$ cat config.mk
export PLATFORM = sky130hd
export DESIGN_NAME = congestion_signal_tracker_top
export DESIGN_NICKNAME = d
export VERILOG_FILES = /design/src/hdl/cst_pkg.sv /design/src/hdl/congestion_signal_tracker_top.sv /design/src/hdl/cst_datapath.sv /design/src/hdl/cst_ctrl.sv
export SDC_FILE = /design/constraint.sdc
export NUM_CORES = 2
export LEC_CHECK = 0
export CAP_MARGIN = 40
export CORE_ASPECT_RATIO = 0.75
export CORE_MARGIN = 4
export CORE_UTILIZATION = 40
export DETAILED_ROUTE_END_ITERATION = 6
export DONT_BUFFER_PORTS = 1
export GPL_ROUTABILITY_DRIVEN = 0
export PLACE_DENSITY = 0.62
export SETUP_SLACK_MARGIN = 0.3
export SLEW_MARGIN = 20
export SYNTH_ARGS = -nofsm -noshare
export SYNTH_HDL_FRONTEND = slang
export SYNTH_HIERARCHICAL = 1
export SYNTH_SLANG_ARGS = --single-unit
$ cat constraint.sdc
create_clock -name clk -period 8.88 [get_ports clk]
set_clock_uncertainty 0.2 [all_clocks]
set_input_delay 0.444 -clock clk [delete_from_list [all_inputs] [get_ports clk]]
set_output_delay 0.444 -clock clk [all_outputs]
set_load 0.05 [all_outputs]
$ cat src/hdl/cst_pkg.sv
// Shared types, widths and constants for the congestion signal tracker.
// No dependencies.
package cst_pkg;

    localparam int TICK_BITS = 32;
    localparam int FRAC_BITS = 16;
    localparam int GAP_W     = 30;
    localparam int LOSS_W    = 17;
    localparam int LINK_W    = 32;
    localparam int QUEUE_W   = 16;
    localparam int SEQ_W     = 32;
    localparam int CNT_W     = 6;

    localparam logic [GAP_W-1:0]  GAP_SAT   = GAP_W'(64'd16380 << FRAC_BITS);
    localparam logic [LOSS_W-1:0] ONE_LOSS  = LOSS_W'(64'd1 << FRAC_BITS);
    localparam logic [GAP_W-1:0]  ONE_RATIO = GAP_W'(64'd1 << FRAC_BITS);
    localparam logic [TICK_BITS-1:0] GAP_CLAMP = TICK_BITS'(64'd1 << 23);
    localparam logic [TICK_BITS-1:0] Q_LIMIT   = TICK_BITS'(16380);

    localparam logic [2:0] REG_SEND  = 3'd0;
    localparam logic [2:0] REG_RECV  = 3'd1;
    localparam logic [2:0] REG_SLOW  = 3'd2;
    localparam logic [2:0] REG_RATIO = 3'd3;
    localparam logic [2:0] REG_LOSS  = 3'd4;
    localparam logic [2:0] REG_LINK  = 3'd5;
    localparam logic [2:0] REG_QUEUE = 3'd6;

    typedef struct packed {
        logic [GAP_W-1:0]  send_gap;
        logic [GAP_W-1:0]  recv_gap;
        logic [GAP_W-1:0]  slow_gap;
        logic [GAP_W-1:0]  ratio;
        logic [LOSS_W-1:0] loss;
        logic [LINK_W-1:0] link;
        logic [QUEUE_W-1:0] queue;
    } init_t;

    localparam init_t INIT_RESET = init_t'({{(3*GAP_W){1'b0}}, ONE_RATIO,
                                            {(LOSS_W+LINK_W+QUEUE_W){1'b0}}});

    typedef struct packed {
        logic load;     // capture input word
        logic update;   // run EWMA / tick update
        logic div_start;
        logic div_step;
        logic finish;   // write ratio
    } cmd_t;

    typedef struct packed {
        logic restart;
        logic first;
        logic div_last;
    } status_t;

endpackage

$ cat src/hdl/congestion_signal_tracker_top.sv
// channel  | dir | signals                    | content
// s_axis   | in  | s_axis_tvalid/tready/tdata | packet record or restart
// m_axis   | out | m_axis_tvalid/tready/tdata | estimator state after the word
// apb      | in  | psel/penable/pwrite/paddr  | restart values, 7 registers
// A packet word passes through an update step, 48 steps of the restoring divider
// for the RTT ratio and a finish step before its result is valid.
// A restart or first-sample word skips the divider and goes from the update step to the output.
// The next word is taken the cycle after the result is taken.
// Reset is asynchronous, active low.
// Depends on cst_pkg, cst_ctrl, cst_datapath.
module congestion_signal_tracker_top
(
    input  logic         clk,
    input  logic         rst_n,
    input  logic         s_axis_tvalid,
    output logic         s_axis_tready,
    input  logic [7:0]   s_axis_tuser,  // action
    input  logic [127:0] s_axis_tdata,  // sent_tick, recv_tick, seq_number,
                                        // queue_sample, link_sample
    output logic         m_axis_tvalid,
    input  logic         m_axis_tready,
    output logic [223:0] m_axis_tdata,  // send_gap_avg, recv_gap_avg,
                                        // slow_recv_gap_avg, ratio_out, loss_avg,
                                        // queue_latest, link_avg, min_rtt_out
    input  logic         psel,
    input  logic         penable,
    input  logic         pwrite,
    input  logic [4:0]   paddr,
    input  logic [31:0]  pwdata,
    output logic [31:0]  prdata,
    output logic         pready
);

    cst_pkg::cmd_t    cmd;
    cst_pkg::status_t status;
    cst_pkg::init_t   init_reg;
    logic [2:0]       idx;
    logic             wr;

    logic [29:0] send_gap, recv_gap, slow_gap, ratio;
    logic [16:0] loss;
    logic [15:0] queue;
    logic [31:0] link, min_rtt;

    assign pready = 1'b1;
    assign idx = paddr[4:2];
    assign wr = psel && penable && pwrite;

    always_ff @(posedge clk or negedge rst_n)
    begin
        if (!rst_n)
        begin
            init_reg <= cst_pkg::INIT_RESET;
        end
        else if (wr)
        begin
            case (idx)
                cst_pkg::REG_SEND:  init_reg.send_gap <= pwdata[29:0];
                cst_pkg::REG_RECV:  init_reg.recv_gap <= pwdata[29:0];
                cst_pkg::REG_SLOW:  init_reg.slow_gap <= pwdata[29:0];
                cst_pkg::REG_RATIO: init_reg.ratio    <= pwdata[29:0];
                cst_pkg::REG_LOSS:  init_reg.loss     <= pwdata[16:0];
                cst_pkg::REG_LINK:  init_reg.link     <= pwdata;
                cst_pkg::REG_QUEUE: init_reg.queue    <= pwdata[15:0];
                default: ;
            endcase
        end
    end

    always_comb
    begin
        case (idx)
            cst_pkg::REG_SEND:  prdata = {2'b0, init_reg.send_gap};
            cst_pkg::REG_RECV:  prdata = {2'b0, init_reg.recv_gap};
            cst_pkg::REG_SLOW:  prdata = {2'b0, init_reg.slow_gap};
            cst_pkg::REG_RATIO: prdata = {2'b0, init_reg.ratio};
            cst_pkg::REG_LOSS:  prdata = {15'b0, init_reg.loss};
            cst_pkg::REG_LINK:  prdata = init_reg.link;
            cst_pkg::REG_QUEUE: prdata = {16'b0, init_reg.queue};
            default:            prdata = '0;
        endcase
    end

    cst_ctrl u_ctrl
    (
        .clk       (clk),
        .rst_n     (rst_n),
        .in_fire   (s_axis_tvalid && s_axis_tready),
        .in_ready  (s_axis_tready),
        .out_fire  (m_axis_tvalid && m_axis_tready),
        .out_valid (m_axis_tvalid),
        .cmd       (cmd),
        .status    (status)
    );

    cst_datapath u_dp
    (
        .clk       (clk),
        .rst_n     (rst_n),
        .cmd       (cmd),
        .status    (status),
        .init      (init_reg),
        .in_action (s_axis_tuser[0]),
        .in_sent   (s_axis_tdata[31:0]),
        .in_recv   (s_axis_tdata[63:32]),
        .in_seq    (s_axis_tdata[95:64]),
        .in_queue  (s_axis_tdata[111:96]),
        .in_link   (s_axis_tdata[127:112]),
        .send_gap  (send_gap),
        .recv_gap  (recv_gap),
        .slow_gap  (slow_gap),
        .ratio     (ratio),
        .loss      (loss),
        .queue     (queue),
        .link      (link),
        .min_rtt   (min_rtt)
    );

    assign m_axis_tdata = {7'b0, min_rtt, link, queue, loss, ratio, slow_gap,
                           recv_gap, send_gap};

endmodule

$ cat src/hdl/cst_datapath.sv
// Datapath: estimator state, EWMA update and shift-subtract RTT ratio divider.
// Depends on cst_pkg.
module cst_datapath
(
    input  logic                         clk,
    input  logic                         rst_n,
    input  cst_pkg::cmd_t                cmd,
    output cst_pkg::status_t             status,
    input  cst_pkg::init_t               init,
    input  logic                         in_action,
    input  logic [cst_pkg::TICK_BITS-1:0] in_sent,
    input  logic [cst_pkg::TICK_BITS-1:0] in_recv,
    input  logic [cst_pkg::SEQ_W-1:0]    in_seq,
    input  logic [cst_pkg::QUEUE_W-1:0]  in_queue,
    input  logic [cst_pkg::QUEUE_W-1:0]  in_link,
    output logic [cst_pkg::GAP_W-1:0]    send_gap,
    output logic [cst_pkg::GAP_W-1:0]    recv_gap,
    output logic [cst_pkg::GAP_W-1:0]    slow_gap,
    output logic [cst_pkg::GAP_W-1:0]    ratio,
    output logic [cst_pkg::LOSS_W-1:0]   loss,
    output logic [cst_pkg::QUEUE_W-1:0]  queue,
    output logic [cst_pkg::LINK_W-1:0]   link,
    output logic [cst_pkg::TICK_BITS-1:0] min_rtt
);

    localparam int TB = cst_pkg::TICK_BITS;
    localparam int GW = cst_pkg::GAP_W;
    localparam int QW = cst_pkg::FRAC_BITS;

    logic          act_reg;
    logic [TB-1:0] sent_reg, recv_reg;
    logic [cst_pkg::SEQ_W-1:0] seq_reg;
    logic [cst_pkg::QUEUE_W-1:0] qs_reg, ls_reg;

    logic [GW-1:0] send_gap_reg, recv_gap_reg, slow_gap_reg, ratio_reg;
    logic [cst_pkg::LOSS_W-1:0] loss_reg;
    logic [cst_pkg::LINK_W-1:0] link_reg;
    logic [cst_pkg::QUEUE_W-1:0] queue_reg;
    logic [TB-1:0] min_rtt_reg, last_sent_reg, last_recv_reg;
    logic [cst_pkg::SEQ_W-1:0] last_seq_reg;

    logic [TB:0]   rem_reg;
    logic [cst_pkg::CNT_W-1:0] cnt_reg;

    logic [TB-1:0] rtt, min_new, sg_ticks, rg_ticks;
    logic [GW+9:0] sg, rg;
    logic [GW+9:0] send_sum, recv_sum, slow_sum;
    logic [GW+9:0] send_ewma, recv_ewma, slow_ewma;
    logic [cst_pkg::LOSS_W+3:0] loss_sum;
    logic [cst_pkg::LINK_W+3:0] link_sum;
    logic          lossy;
    logic [TB:0]   div_min;

    assign rtt = (recv_reg >= sent_reg) ? recv_reg - sent_reg : '0;
    assign min_new = (rtt < min_rtt_reg) ? rtt : min_rtt_reg;
    assign sg_ticks = (sent_reg - last_sent_reg > cst_pkg::GAP_CLAMP) ? cst_pkg::GAP_CLAMP
                      : sent_reg - last_sent_reg;
    assign rg_ticks = (recv_reg - last_recv_reg > cst_pkg::GAP_CLAMP) ? cst_pkg::GAP_CLAMP
                      : recv_reg - last_recv_reg;
    assign sg = (sent_reg >= last_sent_reg) ? (GW+10)'({sg_ticks[23:0], {QW{1'b0}}})
              : (GW+10)'(send_gap_reg);
    assign rg = (recv_reg > last_recv_reg) ? (GW+10)'({rg_ticks[23:0], {QW{1'b0}}})
              : (GW+10)'(recv_gap_reg);
    assign send_sum = ((GW+10)'(send_gap_reg) << 3) - (GW+10)'(send_gap_reg) + sg;
    assign recv_sum = ((GW+10)'(recv_gap_reg) << 3) - (GW+10)'(recv_gap_reg) + rg;
    assign slow_sum = ((GW+10)'(slow_gap_reg) << 8) - (GW+10)'(slow_gap_reg) + rg;
    assign send_ewma = send_sum >> 3;
    assign recv_ewma = recv_sum >> 3;
    assign slow_ewma = slow_sum >> 8;
    assign lossy = (33'(seq_reg) > 33'(last_seq_reg) + 33'd1);
    assign loss_sum = ((cst_pkg::LOSS_W+4)'(loss_reg) << 3) - (cst_pkg::LOSS_W+4)'(loss_reg)
                      + (lossy ? (cst_pkg::LOSS_W+4)'(cst_pkg::ONE_LOSS) : '0);
    assign link_sum = ((cst_pkg::LINK_W+4)'(link_reg) << 3) - (cst_pkg::LINK_W+4)'(link_reg)
                      + (cst_pkg::LINK_W+4)'({ls_reg, {QW{1'b0}}});
    assign div_min = {1'b0, min_rtt_reg};

    function automatic logic [GW-1:0] sat(input logic [GW+9:0] v);
        return (v > (GW+10)'(cst_pkg::GAP_SAT)) ? cst_pkg::GAP_SAT : v[GW-1:0];
    endfunction

    assign status.restart = act_reg;
    assign status.first = (last_sent_reg == '0) || (last_recv_reg == '0);
    assign status.div_last = (cnt_reg == cst_pkg::CNT_W'(TB + QW - 1));

    // quotient bits of rtt/min over TB integer + QW fraction steps, restoring
    logic [TB+QW-1:0] num_reg;
    logic [TB+QW-1:0] qall_reg;
    logic [TB:0] trial;
    assign trial = {rem_reg[TB-1:0], num_reg[TB+QW-1]};

    always_ff @(posedge clk or negedge rst_n)
    begin
        if (!rst_n)
        begin
            send_gap_reg  <= '0;
            recv_gap_reg  <= '0;
            slow_gap_reg  <= '0;
            ratio_reg     <= cst_pkg::ONE_RATIO;
            loss_reg      <= '0;
            link_reg      <= '0;
            queue_reg     <= '0;
            min_rtt_reg   <= '0;
            last_sent_reg <= '0;
            last_recv_reg <= '0;
            last_seq_reg  <= '0;
            cnt_reg       <= '0;
        end
        else
        begin
            if (cmd.update)
            begin
                if (act_reg)
                begin
                    send_gap_reg  <= init.send_gap;
                    recv_gap_reg  <= init.recv_gap;
                    slow_gap_reg  <= init.slow_gap;
                    ratio_reg     <= init.ratio;
                    loss_reg      <= init.loss;
                    link_reg      <= init.link;
                    queue_reg     <= init.queue;
                    last_sent_reg <= '0;
                    last_recv_reg <= '0;
                    last_seq_reg  <= '0;
                    min_rtt_reg   <= '0;
                end
                else if (status.first)
                begin
                    last_sent_reg <= sent_reg;
                    last_recv_reg <= recv_reg;
                    min_rtt_reg   <= rtt;
                end
                else
                begin
                    loss_reg <= loss_sum[cst_pkg::LOSS_W+2:3];
                    if (seq_reg > last_seq_reg)
                        last_seq_reg <= seq_reg;
                    send_gap_reg <= sat(send_ewma);
                    recv_gap_reg <= sat(recv_ewma);
                    slow_gap_reg <= sat(slow_ewma);
                    if (sent_reg > last_sent_reg)
                        last_sent_reg <= sent_reg;
                    if (recv_reg > last_recv_reg)
                        last_recv_reg <= recv_reg;
                    min_rtt_reg <= min_new;
                    queue_reg <= qs_reg;
                    link_reg <= link_sum[cst_pkg::LINK_W+2:3];
                end
            end
            if (cmd.div_start)
                cnt_reg <= '0;
            else if (cmd.div_step)
                cnt_reg <= cnt_reg + 1'b1;
            if (cmd.finish)
            begin
                if (min_rtt_reg == '0 || qall_reg[TB+QW-1:QW] >= cst_pkg::Q_LIMIT)
                    ratio_reg <= cst_pkg::GAP_SAT;
                else
                    ratio_reg <= sat((GW+10)'(qall_reg));
            end
        end
    end

    always_ff @(posedge clk)
    begin
        if (cmd.load)
        begin
            act_reg  <= in_action;
            sent_reg <= in_sent;
            recv_reg <= in_recv;
            seq_reg  <= in_seq;
            qs_reg   <= in_queue;
            ls_reg   <= in_link;
        end
        if (cmd.div_start)
        begin
            num_reg  <= {rtt, {QW{1'b0}}};
            rem_reg  <= '0;
            qall_reg <= '0;
        end
        else if (cmd.div_step)
        begin
            num_reg <= num_reg << 1;
            if (trial >= div_min)
            begin
                rem_reg  <= trial - div_min;
                qall_reg <= {qall_reg[TB+QW-2:0], 1'b1};
            end
            else
            begin
                rem_reg  <= trial;
                qall_reg <= {qall_reg[TB+QW-2:0], 1'b0};
            end
        end
    end

    assign send_gap = send_gap_reg;
    assign recv_gap = recv_gap_reg;
    assign slow_gap = slow_gap_reg;
    assign ratio    = ratio_reg;
    assign loss     = loss_reg;
    assign queue    = queue_reg;
    assign link     = link_reg;
    assign min_rtt  = min_rtt_reg;

endmodule

$ cat src/hdl/cst_ctrl.sv
// Controller: sequences load, update, divider steps and finish, drives the handshakes.
// Depends on cst_pkg.
module cst_ctrl
(
    input  logic             clk,
    input  logic             rst_n,
    input  logic             in_fire,
    output logic             in_ready,
    input  logic             out_fire,
    output logic             out_valid,
    output cst_pkg::cmd_t    cmd,
    input  cst_pkg::status_t status
);

    typedef enum logic [2:0] {
        S_IDLE,
        S_UPDATE,
        S_DIV,
        S_FINISH,
        S_OUT
    } state_t;

    state_t state_reg;
    logic   out_valid_reg;

    assign in_ready  = (state_reg == S_IDLE);
    assign out_valid = out_valid_reg;

    always_comb
    begin
        cmd = '0;
        cmd.load = in_fire;
        case (state_reg)
            S_UPDATE:
            begin
                cmd.update = 1'b1;
                cmd.div_start = !status.restart && !status.first;
            end
            S_DIV:    cmd.div_step = 1'b1;
            S_FINISH: cmd.finish = 1'b1;
            default:  ;
        endcase
    end

    always_ff @(posedge clk or negedge rst_n)
    begin
        if (!rst_n)
        begin
            state_reg     <= S_IDLE;
            out_valid_reg <= 1'b0;
        end
        else
        begin
            case (state_reg)
                S_IDLE:
                    if (in_fire)
                        state_reg <= S_UPDATE;
                S_UPDATE:
                    if (!status.restart && !status.first)
                        state_reg <= S_DIV;
                    else
                    begin
                        state_reg     <= S_OUT;
                        out_valid_reg <= 1'b1;
                    end
                S_DIV:
                    if (status.div_last)
                        state_reg <= S_FINISH;
                S_FINISH:
                begin
                    state_reg     <= S_OUT;
                    out_valid_reg <= 1'b1;
                end
                S_OUT:
                    if (out_fire)
                    begin
                        state_reg     <= S_IDLE;
                        out_valid_reg <= 1'b0;
                    end
                default: state_reg <= S_IDLE;
            endcase
        end
    end

endmodule
==> flow_summary_export.csv <==
group,metric,value,unit
placement,numPortBuffers,0,
final_layout,final_nets,6730,
timing,tightestPinTransition,1.52,ns
synth,synth.distinct_cells,114,
route,ant_nets,0,
synth,yosys_warnings,6,
route,via_per_inst,5.96,
route,wire_per_inst,23.7,um
route,topRoutingLayerUsed,"met5",
route,wl_met2,77.2,mm
timing,timing.final.crit_share,0.907,
synth,synthCells,5944,
floorplanning,fp-row-count,116,
synth,synthArstFlopShare,0.678,
worst_setup_path,worst_path_most_repeated_cell,"o31ai_1",
timing,slew_headroom,-0.0123,
clock_network,clk_pin_slew,0.06,ns
clock_network,cts.hold.buffers_added,165,
final_layout,final_area,0.0613,mm^2
worst_setup_path,arrival,8.45,ns
synth,seq_area_frac_synth,0.352,
timing,fin_crit,8.06,ns
worst_setup_path,crit_type,"reg -> reg",
global_routing,grt_max_degree,509,
floorplanning,die_x,434,um
clock_network,cts_made_buffers,86,
timing,rsz0062_at_grt,"false",
final_layout,area.growth.synth_to_final,12.5,%
route,vias,47056,
global_routing,overflow,0,
timing,setup_viol,0,
route,drt-met1-wl,85.2,mm
clock_network,htree_levels,3,
status,violations,"DRC, hold timing, slew limit",
floorplanning,die_area,0.142,mm^2
final_layout,fillers,12657,
route,dr_wl_met3,19.3,mm
global_routing,grt_first_pass_wirelength,281,mm
timing,fin_tns_setup,0,ns
placement,postPlaceCellArea,0.0564,mm^2
floorplanning,io_pins,439,
timing,timing.hold.ws,-0.759,ns
floorplanning,die_h,327,um
timing,finalHoldViolCount,508,
run,max-cap-violations,0,
worst_setup_path,cp_slowest_cell,"a2111oi_0",
status,status,"finished, violations left",
synth,synth.avg_cell_area,9.16,um^2
final_layout,drive_gt1_frac,0.0882,
global_routing,first_global_vias,43911,
worst_setup_path,critPathLaunchType,"flip-flop",
clock_network,cts_root_buf,"clkbuf_16",
route,totalWireLength,187,mm
worst_setup_path,crit_path_max_fanout,30,
final_layout,largest_reg_flops,185,
final_layout,multiInputGateArea,0.0325,mm^2
route,first_iter_violations,4971,
hold_path,min_path_type,"in -> async",
global_routing,antenna_found_initial,23,
clock_network,cts_tree,"built",
synth,synth-edff-count,161,
worst_setup_path,worstPathRequired,9.27,ns
timing,drv_slew,30,
global_routing,grt_util_all_layers,0.256,
route,firstDrtPassIters,7,
timing,fmax,124,MHz
floorplanning,core_area,0.134,mm^2
worst_setup_path,crit_path_max_incr_delay,0.57,ns
final_layout,register_area,0.0192,mm^2
route,drc,2,
synth,ys_ff_latch,749,
placement,dpl.hpwl,144,mm
synth,ys.flop_type,"dfrtp_1",
synth,syn-cell-area,0.0544,mm^2
clock_network,post_cts_buffers,0,
worst_setup_path,endpoint_kind,"flip-flop",
clock_network,ctsLongestPathBuffers,3,
clock_network,clk_latency,0.72,ns
clock_network,cts_sinks,749,
floorplanning,start_util,0.405,
metal layers:
metal	global-route usage	up-vias
met3	0.0755	244
met1	0.372	22965
met4	0.0749	2
met2	0.366	1929
li1	-	21916
met5	0	-
layout make-up:
type | count | area share
Antenna cell | 17 | 0.000694
Clock buffer | 125 | 0.0417
Clock inverter | 36 | 0.00782
Inverter | 468 | 0.0287
Multi-Input combinational cell | 4479 | 0.531
Sequential cell | 749 | 0.313
Tap cell | 1770 | 0.0362
Timing Repair Buffer | 256 | 0.0417
cell families after synthesis:
family	count (synthesis)	synth area share
XOR/XNOR	329	0.0532
flip-flops	749	0.352
buffers and inverters	722	0.0542
AO/OA/AOI/OAI	1671	0.200
other	2	0.000138
multiplexers	367	0.0735
adder cells (fa/ha/maj)	510	0.120
AND/OR/NAND/NOR	1594	0.147
worst max-delay path: cells and delay by family, from the launching register on:
kind            cells  cell delay, ns
compound gates     16            5.21
fa+ha+maj           3            0.70
buf+inv             3            0.47
flops               1            0.41
simple gates        6            0.95
metrics by stage:
step | util | std cells | worst slack [ns]
finish | 0.456 | 7900 | 0.825
global route | 0.456 | 7891 | 0.345
CTS | 0.455 | 7876 | 0.662
detailed placement | 0.420 | 7550 | 0.693
global placement | 0.418 | 7530 | 0.880
floorplan | - | 5950 | 1.72
path summary, 6_finish.rpt:
check                      slack, ns              start           endpoint  cells past startpoint
setup / recovery                0.82   u_dp/sent_reg[0]   u_dp/send_gap[6]                     28
hold / removal                 -0.76              rst_n      u_dp/queue[2]                      0
setup reg to reg                0.82   u_dp/sent_reg[0]   u_dp/send_gap[6]                     28
hold reg to reg                 0.23  u_dp/qall_reg[16]     u_dp/ratio[16]                      2
max in group asynchronous       8.00              rst_n  u_dp/send_gap[22]                      0
min in group clk                0.08           paddr[2]       init_reg[81]                      3
synth_stat cells, drive strengths merged, types with 94 or more instances:
cell type | instances | area share
dfrtp | 506 | 0.23
ha | 489 | 0.11
inv | 467 | 0.032
a21oi | 446 | 0.041
nand2 | 391 | 0.027
o21ai | 376 | 0.035
nor2 | 370 | 0.027
mux2 | 230 | 0.048
xnor2 | 224 | 0.036
clkbuf | 184 | 0.013
nand3 | 172 | 0.016
a21o | 170 | 0.023
edfxtp | 161 | 0.089
mux2i | 137 | 0.025
and3 | 104 | 0.012
xor2 | 104 | 0.017
o31ai | 94 | 0.013
placed cells by master, fill, tap and decap left out, types with 68 or more instances in the layout:
cell type / count
nor2_1: 361
nand3_1: 172
inv_1: 466
o31ai_1: 91
dlygate4sd3_1: 165
o21ai_0: 352
nand4_1: 90
ha_1: 489
xor2_1: 104
and3_1: 104
clkbuf_16: 90
nand2_1: 387
xnor2_1: 224
edfxtp_1: 161
dfrtp_1: 506
mux2i_1: 137
o21a_1: 68
a21oi_1: 439
a21o_1: 170
nor3_1: 90
dfxtp_1: 80
mux2_2: 204
what timing repair did:
item / in CTS / in global routing
resized for setup: 0 / 8
setup endpoints to repair: 0 / 77
endpoints found under the hold margin: 823 / 508
Power is left out: the tool's default activity adds up to more than one toggle a clock period on the data nets, which glitch-free logic cannot reach.
